**src/hdl/assert_macros.svh**
```systemverilog
// Assertion helpers for the RTL
`ifndef ASSERT_MACROS_SVH
`define ASSERT_MACROS_SVH

// Clocked assertion on clk_i, disabled while rst_ni is low
`define XHL_ASSERT(lbl, prop, msg) \
  lbl: assert property (@(posedge clk_i) disable iff (!rst_ni) (prop)) else $error(msg);

// Implication form of the above
`define XHL_ASSERT_IMP(lbl, ante, cons, msg) \
  `XHL_ASSERT(lbl, (ante) |-> (cons), msg)

`endif

```
**src/hdl/xhl_pkg.sv**
```systemverilog
`timescale 1ns / 1ps
// ----------------------------------------------------------------------------
// xhl_pkg
// Types and constants of the markup highlight lexer.
// ----------------------------------------------------------------------------
package xhl_pkg;

  localparam int unsigned LookaheadBytes = 9;
  localparam int unsigned MaxLineBytes   = 4096;
  localparam int unsigned FillW          = 5;

  typedef enum logic [2:0] {
    MODE_TEXT    = 3'd0,
    MODE_TAG     = 3'd1,
    MODE_COMMENT = 3'd2,
    MODE_CDATA   = 3'd3,
    MODE_DECL    = 3'd4,
    MODE_DQUOTE  = 3'd5,
    MODE_SQUOTE  = 3'd6
  } mode_e;

  typedef enum logic [3:0] {
    KIND_NONE    = 4'd0,
    KIND_TEXT    = 4'd1,
    KIND_PUNCT   = 4'd2,
    KIND_TAG     = 4'd3,
    KIND_OPER    = 4'd4,
    KIND_ATTR    = 4'd5,
    KIND_STRING  = 4'd6,
    KIND_COMMENT = 4'd7,
    KIND_DECL    = 4'd8
  } kind_e;

  localparam logic [7:0] ChLt     = 8'h3C;
  localparam logic [7:0] ChGt     = 8'h3E;
  localparam logic [7:0] ChBang   = 8'h21;
  localparam logic [7:0] ChDash   = 8'h2D;
  localparam logic [7:0] ChQuest  = 8'h3F;
  localparam logic [7:0] ChSlash  = 8'h2F;
  localparam logic [7:0] ChLBrack = 8'h5B;
  localparam logic [7:0] ChRBrack = 8'h5D;
  localparam logic [7:0] ChEq     = 8'h3D;
  localparam logic [7:0] ChDQuote = 8'h22;
  localparam logic [7:0] ChSQuote = 8'h27;
  localparam logic [7:0] ChUnder  = 8'h5F;
  localparam logic [7:0] ChColon  = 8'h3A;
  localparam logic [7:0] ChSpace  = 8'h20;

  // "CDATA[" after "<!["
  localparam logic [5:0][7:0] CdataTail = {8'h5B, 8'h41, 8'h54, 8'h41, 8'h44, 8'h43};

  typedef struct packed {
    logic             last;
    logic [FillW-1:0] fill;
  } item_ctrl_t;

endpackage

```
**src/hdl/xhl_front.sv**
```systemverilog
`timescale 1ns / 1ps
// ----------------------------------------------------------------------------
// xhl_front
// Lookahead window: collects request bytes and snapshots the head for lexing.
// ----------------------------------------------------------------------------
`include "assert_macros.svh"
module xhl_front #(
  parameter int unsigned LA = xhl_pkg::LookaheadBytes
) (
  input  logic                    clk_i,
  input  logic                    rst_ni,
  input  logic                    in_valid_i,
  output logic                    in_stall_o,
  input  logic [7:0]              text_byte_i,
  input  logic                    line_end_i,
  input  logic                    q_full_i,
  output logic                    push_o,
  output logic [LA-1:0][7:0]      push_bytes_o,
  output xhl_pkg::item_ctrl_t     push_ctrl_o
);
  import xhl_pkg::*;

  logic [LA-1:0][7:0] win_q, win_d, win_app;
  logic [FillW-1:0]   fill_q, fill_d;
  logic               flush_q, flush_d;
  logic               accept;

  function automatic logic [LA-1:0][7:0] shift_win(input logic [LA-1:0][7:0] src);
    logic [LA-1:0][7:0] r;
    r = src;
    for (int i = 0; i < LA - 1; i++) r[i] = src[i+1];
    return r;
  endfunction

  assign in_stall_o = flush_q | q_full_i;
  assign accept     = in_valid_i & ~in_stall_o;

  always_comb begin
    for (int i = 0; i < LA; i++) begin
      win_app[i] = (FillW'(i) == fill_q) ? text_byte_i : win_q[i];
    end
  end

  always_comb begin
    win_d        = win_q;
    fill_d       = fill_q;
    flush_d      = flush_q;
    push_o       = 1'b0;
    push_bytes_o = win_q;
    push_ctrl_o  = '{last: 1'b0, fill: fill_q};
    if (flush_q) begin
      if (!q_full_i) begin
        push_o           = 1'b1;
        push_ctrl_o.last = (fill_q == FillW'(1));
        win_d            = shift_win(win_q);
        fill_d           = fill_q - FillW'(1);
        if (fill_q == FillW'(1)) flush_d = 1'b0;
      end
    end else if (accept) begin
      if (line_end_i) begin
        win_d   = win_app;
        fill_d  = fill_q + FillW'(1);
        flush_d = 1'b1;
      end else if (fill_q == FillW'(LA - 1)) begin
        push_o           = 1'b1;
        push_bytes_o     = win_app;
        push_ctrl_o.fill = FillW'(LA);
        win_d            = shift_win(win_app);
      end else begin
        win_d  = win_app;
        fill_d = fill_q + FillW'(1);
      end
    end
  end

  always_ff @(posedge clk_i) begin
    win_q <= win_d;
  end

  always_ff @(posedge clk_i or negedge rst_ni) begin
    if (!rst_ni) begin
      fill_q  <= '0;
      flush_q <= 1'b0;
    end else begin
      fill_q  <= fill_d;
      flush_q <= flush_d;
    end
  end

  `XHL_ASSERT(a_fill_bound, fill_q <= FillW'(LA), "window overfilled")
  `XHL_ASSERT_IMP(a_flush_nonempty, flush_q, fill_q != '0, "flush with empty window")
  `XHL_ASSERT_IMP(a_last_on_flush, push_o && push_ctrl_o.last, flush_q && !flush_d,
                  "last byte pushed without ending flush")
endmodule

```
**src/hdl/xhl_fifo.sv**
```systemverilog
`timescale 1ns / 1ps
// ----------------------------------------------------------------------------
// xhl_fifo
// Two-entry queue between window and lexer.
// ----------------------------------------------------------------------------
module xhl_fifo #(
  parameter int unsigned W = 8
) (
  input  logic         clk_i,
  input  logic         rst_ni,
  input  logic         push_i,
  input  logic [W-1:0] push_data_i,
  output logic         full_o,
  output logic         valid_o,
  input  logic         pop_i,
  output logic [W-1:0] pop_data_o
);
  logic [1:0][W-1:0] mem_q;
  logic              wr_q, rd_q;
  logic [1:0]        cnt_q;

  assign full_o     = (cnt_q == 2'd2);
  assign valid_o    = (cnt_q != 2'd0);
  assign pop_data_o = mem_q[rd_q];

  always_ff @(posedge clk_i) begin
    if (push_i) mem_q[wr_q] <= push_data_i;
  end

  always_ff @(posedge clk_i or negedge rst_ni) begin
    if (!rst_ni) begin
      wr_q  <= 1'b0;
      rd_q  <= 1'b0;
      cnt_q <= 2'd0;
    end else begin
      if (push_i) wr_q <= ~wr_q;
      if (pop_i) rd_q <= ~rd_q;
      cnt_q <= cnt_q + {1'b0, push_i} - {1'b0, pop_i};
    end
  end
endmodule

```
**src/hdl/xhl_back.sv**
```systemverilog
`timescale 1ns / 1ps
// ----------------------------------------------------------------------------
// xhl_back
// Lexer: classifies each window head and holds the result register.
// ----------------------------------------------------------------------------
module xhl_back #(
  parameter int unsigned LA       = xhl_pkg::LookaheadBytes,
  parameter int unsigned MAX_LINE = xhl_pkg::MaxLineBytes
) (
  input  logic                clk_i,
  input  logic                rst_ni,
  input  logic                q_valid_i,
  output logic                pop_o,
  input  logic [LA-1:0][7:0]  q_bytes_i,
  input  xhl_pkg::item_ctrl_t q_ctrl_i,
  output logic                out_valid_o,
  input  logic                out_stall_i,
  output logic [3:0]          token_kind_o,
  output logic                token_start_o,
  output logic [11:0]         byte_offset_o,
  output logic                last_of_line_o,
  output logic [2:0]          mode_after_o
);
  import xhl_pkg::*;

  localparam int unsigned PW = $clog2(MAX_LINE);

  mode_e         mode_q, mode_d;
  logic [3:0]    frem_q, frem_d;
  kind_e         fkind_q, fkind_d, prev_q, prev_d;
  logic          nopen_q, nopen_d, fresh_q, fresh_d;
  logic [PW-1:0] pos_q, pos_d;
  logic          ovalid_q;
  kind_e         kind;
  logic          start, done;
  logic [7:0]    c;
  logic [FillW-1:0] f;
  logic          is_letter, is_attr, is_name, is_space;
  logic          m_com, m_cdata, m_decl, m_empty, c_com, c_cdata, c_decl;

  assign c = q_bytes_i[0];
  assign f = q_ctrl_i.fill;
  assign is_letter = (c >= 8'h61 && c <= 8'h7A) || (c >= 8'h41 && c <= 8'h5A);
  assign is_attr   = is_letter || c == ChUnder;
  assign is_name   = is_attr || (c >= 8'h30 && c <= 8'h39) || c == ChColon || c == ChDash;
  assign is_space  = c == ChSpace || (c >= 8'd9 && c <= 8'd13);

  assign m_com   = f >= FillW'(4) && c == ChLt && q_bytes_i[1] == ChBang
                   && q_bytes_i[2] == ChDash && q_bytes_i[3] == ChDash;
  assign m_cdata = f >= FillW'(9) && c == ChLt && q_bytes_i[1] == ChBang
                   && q_bytes_i[2] == ChLBrack && q_bytes_i[8:3] == CdataTail;
  assign m_decl  = f >= FillW'(2) && c == ChLt && q_bytes_i[1] == ChQuest;
  assign m_empty = f >= FillW'(2) && c == ChSlash && q_bytes_i[1] == ChGt;
  assign c_com   = f >= FillW'(3) && c == ChDash && q_bytes_i[1] == ChDash
                   && q_bytes_i[2] == ChGt;
  assign c_cdata = f >= FillW'(3) && c == ChRBrack && q_bytes_i[1] == ChRBrack
                   && q_bytes_i[2] == ChGt;
  assign c_decl  = f >= FillW'(2) && c == ChQuest && q_bytes_i[1] == ChGt;

  assign pop_o       = q_valid_i && (!ovalid_q || !out_stall_i);
  assign out_valid_o = ovalid_q;

  always_comb begin
    mode_d  = mode_q;
    frem_d  = frem_q;
    fkind_d = fkind_q;
    nopen_d = nopen_q;
    kind    = KIND_NONE;
    start   = 1'b0;
    done    = 1'b0;
    if (frem_q != 4'd0) begin
      kind   = fkind_q;
      frem_d = frem_q - 4'd1;
      done   = 1'b1;
    end else if (nopen_q) begin
      if (is_name) begin
        kind  = (prev_q == KIND_ATTR) ? KIND_ATTR : KIND_TAG;
        start = (prev_q != kind);
        done  = 1'b1;
      end else begin
        nopen_d = 1'b0;
      end
    end
    if (!done) begin
      case (mode_q)
        MODE_TEXT: begin
          if (c == ChLt) begin
            start = 1'b1;
            if (m_com) begin
              kind = KIND_COMMENT; frem_d = 4'd3; fkind_d = KIND_COMMENT;
              mode_d = MODE_COMMENT;
            end else if (m_cdata) begin
              kind = KIND_STRING; frem_d = 4'd8; fkind_d = KIND_STRING;
              mode_d = MODE_CDATA;
            end else if (m_decl) begin
              kind = KIND_DECL; frem_d = 4'd1; fkind_d = KIND_DECL;
              mode_d = MODE_DECL;
            end else begin
              kind    = KIND_PUNCT;
              frem_d  = (f >= FillW'(2) && q_bytes_i[1] == ChSlash) ? 4'd1 : 4'd0;
              fkind_d = KIND_PUNCT;
              nopen_d = 1'b1;
              mode_d  = MODE_TAG;
            end
          end else begin
            kind  = KIND_TEXT;
            start = fresh_q || prev_q != KIND_TEXT;
          end
        end
        MODE_TAG: begin
          if (is_space) begin
            kind = KIND_NONE;
          end else if (c == ChGt) begin
            kind = KIND_PUNCT; start = 1'b1; mode_d = MODE_TEXT;
          end else if (m_empty) begin
            kind = KIND_PUNCT; start = 1'b1; frem_d = 4'd1; fkind_d = KIND_PUNCT;
            mode_d = MODE_TEXT;
          end else if (c == ChEq) begin
            kind = KIND_OPER; start = 1'b1;
          end else if (c == ChDQuote || c == ChSQuote) begin
            kind = KIND_STRING; start = 1'b1;
            mode_d = (c == ChDQuote) ? MODE_DQUOTE : MODE_SQUOTE;
          end else if (is_attr) begin
            kind = KIND_ATTR; start = 1'b1; nopen_d = 1'b1;
          end else begin
            kind = KIND_OPER; start = 1'b1;
          end
        end
        MODE_COMMENT: begin
          kind = KIND_COMMENT; start = fresh_q;
          if (c_com) begin
            frem_d = 4'd2; fkind_d = KIND_COMMENT; mode_d = MODE_TEXT;
          end
        end
        MODE_CDATA: begin
          kind = KIND_STRING; start = fresh_q;
          if (c_cdata) begin
            frem_d = 4'd2; fkind_d = KIND_STRING; mode_d = MODE_TEXT;
          end
        end
        MODE_DECL: begin
          kind = KIND_DECL; start = fresh_q;
          if (c_decl) begin
            frem_d = 4'd1; fkind_d = KIND_DECL; mode_d = MODE_TEXT;
          end
        end
        MODE_DQUOTE: begin
          kind = KIND_STRING; start = fresh_q;
          if (c == ChDQuote) mode_d = MODE_TAG;
        end
        MODE_SQUOTE: begin
          kind = KIND_STRING; start = fresh_q;
          if (c == ChSQuote) mode_d = MODE_TAG;
        end
        default: begin
          kind = KIND_NONE;
        end
      endcase
    end
    prev_d  = kind;
    fresh_d = 1'b0;
    pos_d   = (pos_q == PW'(MAX_LINE - 1)) ? '0 : pos_q + PW'(1);
    if (q_ctrl_i.last) begin
      frem_d  = 4'd0;
      nopen_d = 1'b0;
      prev_d  = KIND_NONE;
      pos_d   = '0;
      fresh_d = 1'b1;
    end
  end

  always_ff @(posedge clk_i) begin
    if (pop_o) begin
      token_kind_o   <= kind;
      token_start_o  <= start;
      byte_offset_o  <= 12'(pos_q);
      last_of_line_o <= q_ctrl_i.last;
      mode_after_o   <= q_ctrl_i.last ? mode_d : 3'd0;
    end
  end

  always_ff @(posedge clk_i or negedge rst_ni) begin
    if (!rst_ni) begin
      mode_q   <= MODE_TEXT;
      frem_q   <= 4'd0;
      fkind_q  <= KIND_NONE;
      nopen_q  <= 1'b0;
      prev_q   <= KIND_NONE;
      pos_q    <= '0;
      fresh_q  <= 1'b1;
      ovalid_q <= 1'b0;
    end else begin
      if (pop_o) begin
        mode_q  <= mode_d;
        frem_q  <= frem_d;
        fkind_q <= fkind_d;
        nopen_q <= nopen_d;
        prev_q  <= prev_d;
        pos_q   <= pos_d;
        fresh_q <= fresh_d;
      end
      if (pop_o) ovalid_q <= 1'b1;
      else if (!out_stall_i) ovalid_q <= 1'b0;
    end
  end
endmodule

```
**src/hdl/xml_highlight_lexer_core.sv**
```systemverilog
`timescale 1ns / 1ps
// ----------------------------------------------------------------------------
// xml_highlight_lexer_core
// Markup syntax highlight tokenizer, one byte per cycle unless stalled.
// ----------------------------------------------------------------------------
// Usage:
//  Input channel: text_byte_i with line_end_i on the last byte of a line,
//  qualified by in_valid_i, held off by in_stall_o.
//  Output channel: one request per byte with its token kind, start flag,
//  offset in line, last-of-line flag and the mode after the line.
//  A result appears once LA bytes are buffered, i.e. LA-1 requests behind the
//  input; the window is written into the queue and then loaded into the
//  output register. Throughput is one byte per cycle unless stalled. After a
//  line end the window drains one byte per cycle while the queue has room,
//  during which input is stalled. A stalled output holds its result; the
//  two-entry queue then fills and the stall reaches the input.
//  Reset clears the window fill, the queue and all lexer state (text mode).
// ----------------------------------------------------------------------------
module xml_highlight_lexer_core #(
  parameter int unsigned LOOKAHEAD_BYTES = xhl_pkg::LookaheadBytes,
  parameter int unsigned MAX_LINE_BYTES  = xhl_pkg::MaxLineBytes
) (
  input  logic        clk_i,
  input  logic        rst_ni,
  input  logic        in_valid_i,
  output logic        in_stall_o,
  input  logic [7:0]  text_byte_i,
  input  logic        line_end_i,
  output logic        out_valid_o,
  input  logic        out_stall_i,
  output logic [3:0]  token_kind_o,
  output logic        token_start_o,
  output logic [11:0] byte_offset_o,
  output logic        last_of_line_o,
  output logic [2:0]  mode_after_o
);
  import xhl_pkg::*;

  localparam int unsigned QW = LOOKAHEAD_BYTES * 8 + $bits(item_ctrl_t);

  logic                            push, q_full, q_valid, pop;
  logic [LOOKAHEAD_BYTES-1:0][7:0] push_bytes, pop_bytes;
  item_ctrl_t                      push_ctrl, pop_ctrl;

  xhl_front #(.LA(LOOKAHEAD_BYTES)) u_front (
    .clk_i, .rst_ni, .in_valid_i, .in_stall_o, .text_byte_i, .line_end_i,
    .q_full_i(q_full), .push_o(push), .push_bytes_o(push_bytes), .push_ctrl_o(push_ctrl)
  );

  xhl_fifo #(.W(QW)) u_fifo (
    .clk_i, .rst_ni,
    .push_i(push), .push_data_i({push_ctrl, push_bytes}), .full_o(q_full),
    .valid_o(q_valid), .pop_i(pop), .pop_data_o({pop_ctrl, pop_bytes})
  );

  xhl_back #(.LA(LOOKAHEAD_BYTES), .MAX_LINE(MAX_LINE_BYTES)) u_back (
    .clk_i, .rst_ni, .q_valid_i(q_valid), .pop_o(pop), .q_bytes_i(pop_bytes),
    .q_ctrl_i(pop_ctrl), .out_valid_o, .out_stall_i, .token_kind_o, .token_start_o,
    .byte_offset_o, .last_of_line_o, .mode_after_o
  );
endmodule

```
**config.mk**
```make
export PLATFORM = sky130hd
export DESIGN_NAME = xml_highlight_lexer_core
export DESIGN_NICKNAME = d
export VERILOG_FILES = /design/src/hdl/xhl_pkg.sv /design/src/hdl/xhl_front.sv /design/src/hdl/xhl_fifo.sv /design/src/hdl/xhl_back.sv /design/src/hdl/xml_highlight_lexer_core.sv
export VERILOG_INCLUDE_DIRS = /design/src /design/src/hdl
export SDC_FILE = /design/constraint.sdc
export NUM_CORES = 1
export LEC_CHECK = 0
export BUFFER_PORTS_ARGS = -buffer_cell sky130_fd_sc_hd__clkbuf_2
export CORE_UTILIZATION = 46
export DETAILED_ROUTE_END_ITERATION = 12
export PLACE_DENSITY_LB_ADDON = 0.3
export SYNTH_ARGS = -nofsm -noshare
export SYNTH_HDL_FRONTEND = slang
export SYNTH_SLANG_ARGS = --single-unit
```
**constraint.sdc**
```tcl
create_clock -name clk_i -period 8.8 [get_ports clk_i]
set_input_delay 0.88 -clock clk_i [delete_from_list [all_inputs] [get_ports clk_i]]
set_output_delay 0.88 -clock clk_i [all_outputs]
set_load 0.005 [all_outputs]
```
* Yosys cells after proc, flatten, opt, wreduce, memory -nomap -nowiden *
Cells that the tools add are included.

cells by class
  add/sub/neg operators = 6
  multipliers = 0
  div/mod/pow operators = 0
  $lt $le $gt $ge = 15
  equal/unequal tests = 54
  shifts and indexed selects = 0
  mux-type cells = 130
  bitwise gates (word level) = 7
  reduce and logical (&&, ||, !) cells = 50

operators by type and width
  cell                   count
  $mux 72                6
  $mux 78                3
  $mux 64                3
  $bwmux 156             1
  $eq 8x6->1 const B     18
  $mux 4                 34
  $demux 78 s1           1
  $mux 8                 9
  $pmux 4 s5             3
  $eq 48x47->1 const B   1
  $mux 3                 16
  $mux 5                 9
  $mux 1                 39
  $eq 8x7->1 const B     4
  $logic_and 1x1->1      27
  $mux 12                2
  $pmux 3 s7             1
  $eq 3x5->1 const A     4
  $ge 8x7->1 const B     2
  $le 8x7->1 const B     2
  $add 12x1->12 const B  1
  $eq 12x12->1 const B   1
  $ne 2x1->1 const B     6
  $eq 2x5->1 const A     2
  other kinds (45)       67

storage, ports and cells
  bits in registers = 289
  bits in latches = 0
  bits in writable memories = 0
  ROM bits = 0
  input port bits = 13
  output and inout port bits = 23
  memories kept = 0

* Longest topological paths before layout *
  depth in word-level cells = 21
  mapped depth = 14
  mapped depth without buffers = 13

* Hierarchy *
From an unflattened synthesis, not the netlist that was laid out.

unflattened totals
  cell total of the unflattened synthesis = 1057
  area total of the unflattened synthesis = 14337.5 µm²

modules (own cells, without submodules)
  module     times used  cells an instance  area each (µm²)  sequential area each (µm²)
  xhl_fifo   1           258                5863.1           4784.6
  xhl_front  1           413                4909.7           2312.2
  xhl_back   1           386                3564.7           1382.6

* Worst setup path after synthesis *
Ideal clock, no wire load.

  path kind = input to register
  start point = input port in_valid_i
  end point = register u_fifo.mem_q[0] (netlist name), enable pin
  setup time = 0.515 ns
  data arrival time = 5.218 ns
  setup slack = 3.066 ns
  cell stages on the path = 6
  cells stage by stage = nand2_1 > nor2_1 > nand2_1 > nand2_1 > inv_1 > nor2_1

between the ends
  longest elaborated chain between the ends = 3

RTL lines
  element                         line                            source
  start: declaration              xml_highlight_lexer_core.sv:25  input logic in_valid_i,
  $and 1x1->1                     xhl_front.sv:36                 assign accept = in_valid_i & ~in_stall_o;
  $mux 1                          xhl_front.sv:59                 end else if (accept) begin
  $mux 1                          xhl_front.sv:51                 if (flush_q) begin
  end signal: indexed assignment  xhl_fifo.sv:27                  if (push_i) mem_q[wr_q] <= push_data_i;
  end: declaration                xhl_fifo.sv:18                  logic [1:0][W-1:0] mem_q;

No other way between the ends.
A chain may end at the register's enable or synchronous reset.

* Final worst setup path *
  start point = register u_front.fill_q[0]
  end point = register u_fifo.mem_q[32] (netlist name), enable pin

between the ends
  longest elaborated chain between the ends = 5

RTL lines
  element                   line             source
  start: declaration        xhl_front.sv:24  logic [FillW-1:0] fill_q, fill_d;
  start signal: assignment  xhl_front.sv:85  fill_q <= fill_d;
  $eq 5x4->1                xhl_front.sv:64  end else if (fill_q == FillW'(LA - 1)) begin
  $mux 1                    xhl_front.sv:64
  $mux 1                    xhl_front.sv:60  if (line_end_i) begin
  $mux 1                    xhl_front.sv:59
  $mux 1                    xhl_front.sv:51

No other way between the ends.

==> metrics.md <==
| Metric | Value |
|---|---|
| Outcome | finished clean |
| Register bit total from synthesis | 289 |
| Critical Path Fanout Max | 78 |
| Seq pwr share | 50.2% |
| Hold-fix buffers at CTS | 0 |
| Ys flop type | edfxtp_1 |
| Starting density of the core | 47.0% |
| Commonest non-fill, non-tap cell in the layout | edfxtp_1 |
| First-pass GRT wire length | 47,200 um |
| CTS tree | built |
| IO Port Bufs | 35 |
| Antenna viol nets, final | 0 |
| Worst EP required | 8970 ps |
| Met2 routed WL | 14,200 um |
| Slew headroom | 26.8% |
| Final Wtd Congestion | 0.901 |
| Cells after synthesis | 1,085 |
| Number of remaining DRC errors | 0 |
| Cell depth of the worst flop-to-flop path | 10 |
| Clock Power Share | 19.6% |
| Top Metal Used | met4 |
| Initial antenna violation count | 0 |
| Starting DRT DRC Count | 813 |
| Syn Nets | 1,107 |
| Fill cell count | 2,436 |
| Post-DP Area | 13,800 um^2 |
| PwrDens | 416 nW/um^2 |
| # diodes | 0 |
| Clock buffer depth | 3 |
| CTS clk-pin slew, worst paths | 60 ps |
| Vias | 8,555 |
| Area grow syn2layout | 8.70% |
| Final period util | 43.0% |
| Final TNS setup | 0 ps |
| Post-placement cell count | 1,393 |
| Fmax | 264 MHz |
| Num ports | 36 |
| Post-DP HPWL | 20,100 um |
| Metal3 WL | 1450 um |
| Wire per inst | 20.8 um |
| Netlist cell types | 93 |
| Final Hold Slack | 379 ps |
| Vias per cell | 5.92 |
| Total setup buffers inserted after CTS | 0 |
| CP startpoint kind | register |
| Footprint of the multi-input gates | 4500 um^2 |
| CORE AREA | 28,800 um^2 |
| CTS Buf Count | 29 |
| Hold Path Class | in2async |
| Internal power | 3.91 mW |
| Final Hold Vio Count | 0 |
| # rows | 62 |
| Worst EP arrival | 3960 ps |
| GRT overflow | 0 |
| Gr usage total | 20.0% |
| RSZ-0062 raised after global routing | no |
| Fin nets | 1,062 |
| Root buffer cell | clkbuf_16 |
| Logic pwr share | 30.1% |
| Total die area | 30,100 um^2 |
| Synthesized cell area | 13,500 um^2 |
| WS Path Type | reg2reg |
| Share of layout cells above drive strength 1 | 12.9% |
| Post-route insts no fill | 1,445 |
| CP delay by family, top | simple AND/OR/NAND/NOR gates |
| Seq/Total Area, Yosys | 62.7% |
| Max stage delay on crit path | 750 ps |
| Horiz. Die Dim | 173 um |
| Commonest cells after routing, fill and taps aside | edfxtp_1 (249), nor2_1 (93), a21oi_1 (72) |
| Worst Setup End Kind | register |
| Total of warnings raised by yosys | 0 |
| Clock skew | 10.9 ps |
| Die H | 173 um |
| Slowest-stage cell, CP | buf_4 |
| NetSw | 2.21 mW |
| Storage cell area | 8480 um^2 |
| Post-Syn Area per Cell | 12.5 um^2 |
| EDFF count, synth | 249 |
| WL met1 | 13,500 um |
| Leak pwr | 5.00 nW |
| Post-CTS Resized | 0 |
| # Max-Cap Violations | 0 |
| Clk Latency, worst-skew pair | 560 ps |
| Worst VDD drop | 254 uV |
| Largest net degree at the start of global routing | 97 |
| Final Max Slew Viols | 0 |
| Sw Share | 36.1% |
| Final setup vio count | 0 |
| Vias in the first global route | 8,176 |
| WP depth | 10 |
| Least-Margin Pin Slew | 1090 ps |
| Worst path bufs/invs | 3 |
| Fin area | 14,700 um^2 |
| Num Clock Sinks | 289 |
| Asr flop ratio synth | 13.8% |
| Cell chain of the critical path | inv_1 -> ha_1 -> nand2b_1 -> or3_1 -> nor2_1 -> nand2_1 -> nand2_1 -> inv_1 -> nor2_4 -> buf_4 |
| Top cell type's share of synthesized area | 55.3% |
| # H-tree levels | 1 |
| Pre-antenna DRT Iters | 5 |
| Final min period | 3780 ps |
| Post-synth top area cell | edfxtp_1 |
| Routed WL | 30,000 um |
| Area contributors post-synth | edfxtp_1 (55%), dfrtp_1 (7.2%), mux2i_1 (4.3%), a21oi_1 (2.7%), nor2_1 (2.6%) |
==> worst register-to-register path: cells and delay by family, from the launching register on <==
kind	cells	cell delay, ps
adder cells (fa/ha/maj)	1	180
buffers and inverters	3	1010
AND/OR/NAND/NOR	6	1660
flip-flops	1	450
==> routing by layer <==
metal	vias to the layer above	GRT usage, %
met4	0	6.19
li1	3997	-
met3	53	2.54
met1	4254	28.0
met2	251	32.7
met5	-	0
==> per-stage QoR <==
stage	total power, mW	util, %	setup WS [ps]
after CTS	6.14	51.1	5060
after floorplan	4.42	-	3070
after global routing	6.47	51.1	4710
after detailed placement	4.93	47.8	5030
after global placement	4.88	47.8	5110
final	6.11	51.1	5020
==> cells in the mapped netlist, types with 5 or more instances <==
| master | n |
|---|---|
| nor2b_1 | 5 |
| nor4_1 | 5 |
| nand2b_1 | 9 |
| or3b_2 | 5 |
| a21oi_1 | 72 |
| buf_2 | 7 |
| nand2_1 | 70 |
| xnor2_1 | 8 |
| nand4b_1 | 6 |
| o21ai_0 | 38 |
| a22o_1 | 5 |
| o21ai_1 | 5 |
| nor3_1 | 17 |
| nand4_1 | 14 |
| nor4bb_1 | 6 |
| a31oi_1 | 9 |
| buf_1 | 16 |
| mux2_2 | 16 |
| nor3b_1 | 9 |
| edfxtp_1 | 249 |
| or3_1 | 6 |
| or4bb_1 | 5 |
| dfrtp_1 | 39 |
| ha_1 | 9 |
| nand3b_1 | 8 |
| xor2_1 | 6 |
| nor4b_1 | 17 |
| nor2_1 | 95 |
| mux2i_1 | 58 |
| nand3_1 | 19 |
| o22a_1 | 34 |
| clkbuf_1 | 91 |
| inv_1 | 14 |
| and3_1 | 6 |
==> cell type report <==
| cell class | count | share of cell area [%] |
|---|---|---|
| Clock buffer | 34 | 5.07 |
| Clock inverter | 18 | 1.23 |
| Inverter | 15 | 0.383 |
| Multi-Input combinational cell | 660 | 30.6 |
| Sequential cell | 289 | 57.7 |
| Tap cell | 384 | 3.27 |
| Timing Repair Buffer | 45 | 1.70 |
==> worst paths after layout <==
check                                              start                           end  slack [ps]
max in group asynchronous                         rst_ni       u_fifo.rd_q$_DFFE_PN0P_        8030
hold reg to reg               u_front.win_q[6]$_DFFE_PP_    u_fifo.mem_q[84]$_DFFE_PP_         480
setup reg to reg           u_front.fill_q[0]$_DFFE_PN0P_    u_fifo.mem_q[32]$_DFFE_PP_        5020
setup / recovery           u_front.fill_q[0]$_DFFE_PN0P_    u_fifo.mem_q[32]$_DFFE_PP_        5020
hold / removal                                    rst_ni  u_back.prev_q[2]$_DFFE_PN0P_         380
min in group clk_i            u_front.win_q[6]$_DFFE_PP_    u_fifo.mem_q[84]$_DFFE_PP_         480
==> power by group through the flow <==
stage	Clock [mW]	Sequential, mW	Combinational [mW]
after floorplan	0	2.85	1.57
after global placement	0	3.07	1.81
after detailed placement	0	3.09	1.84
after CTS	1.22	3.07	1.85
after global routing	1.27	3.15	2.04
final	1.20	3.07	1.84
==> flip-flops by register name, summed over array words and instances (netlist names) <==
signal                 count
u_front.win_q             72
u_back.byte_offset_o      12
u_back.token_kind_o        4
u_back.last_of_line_o      1
u_front.fill_q             5
u_fifo.mem_q             156
u_fifo.rd_q                1
u_fifo.wr_q                1
u_front.flush_q            1
u_back.pos_q              12
u_back.prev_q              4
u_back.out_valid_o         1
u_back.mode_q              3
u_back.fresh_q             1
u_back.token_start_o       1
u_back.fkind_q             4
u_back.frem_q              4
u_fifo.cnt_q               2
u_back.nopen_q             1
u_back.mode_after_o        3
==> cell families after synthesis <==
logic type | synth area share (%)
AO/OA/AOI/OAI | 11.9
flip-flops | 62.7
AND/OR/NAND/NOR | 13.6
XOR/XNOR | 0.907
multiplexers | 5.71
buffers and inverters | 4.19
adder cells (fa/ha/maj) | 0.907
No activity file was read; power rests on OpenSTA's default activity.
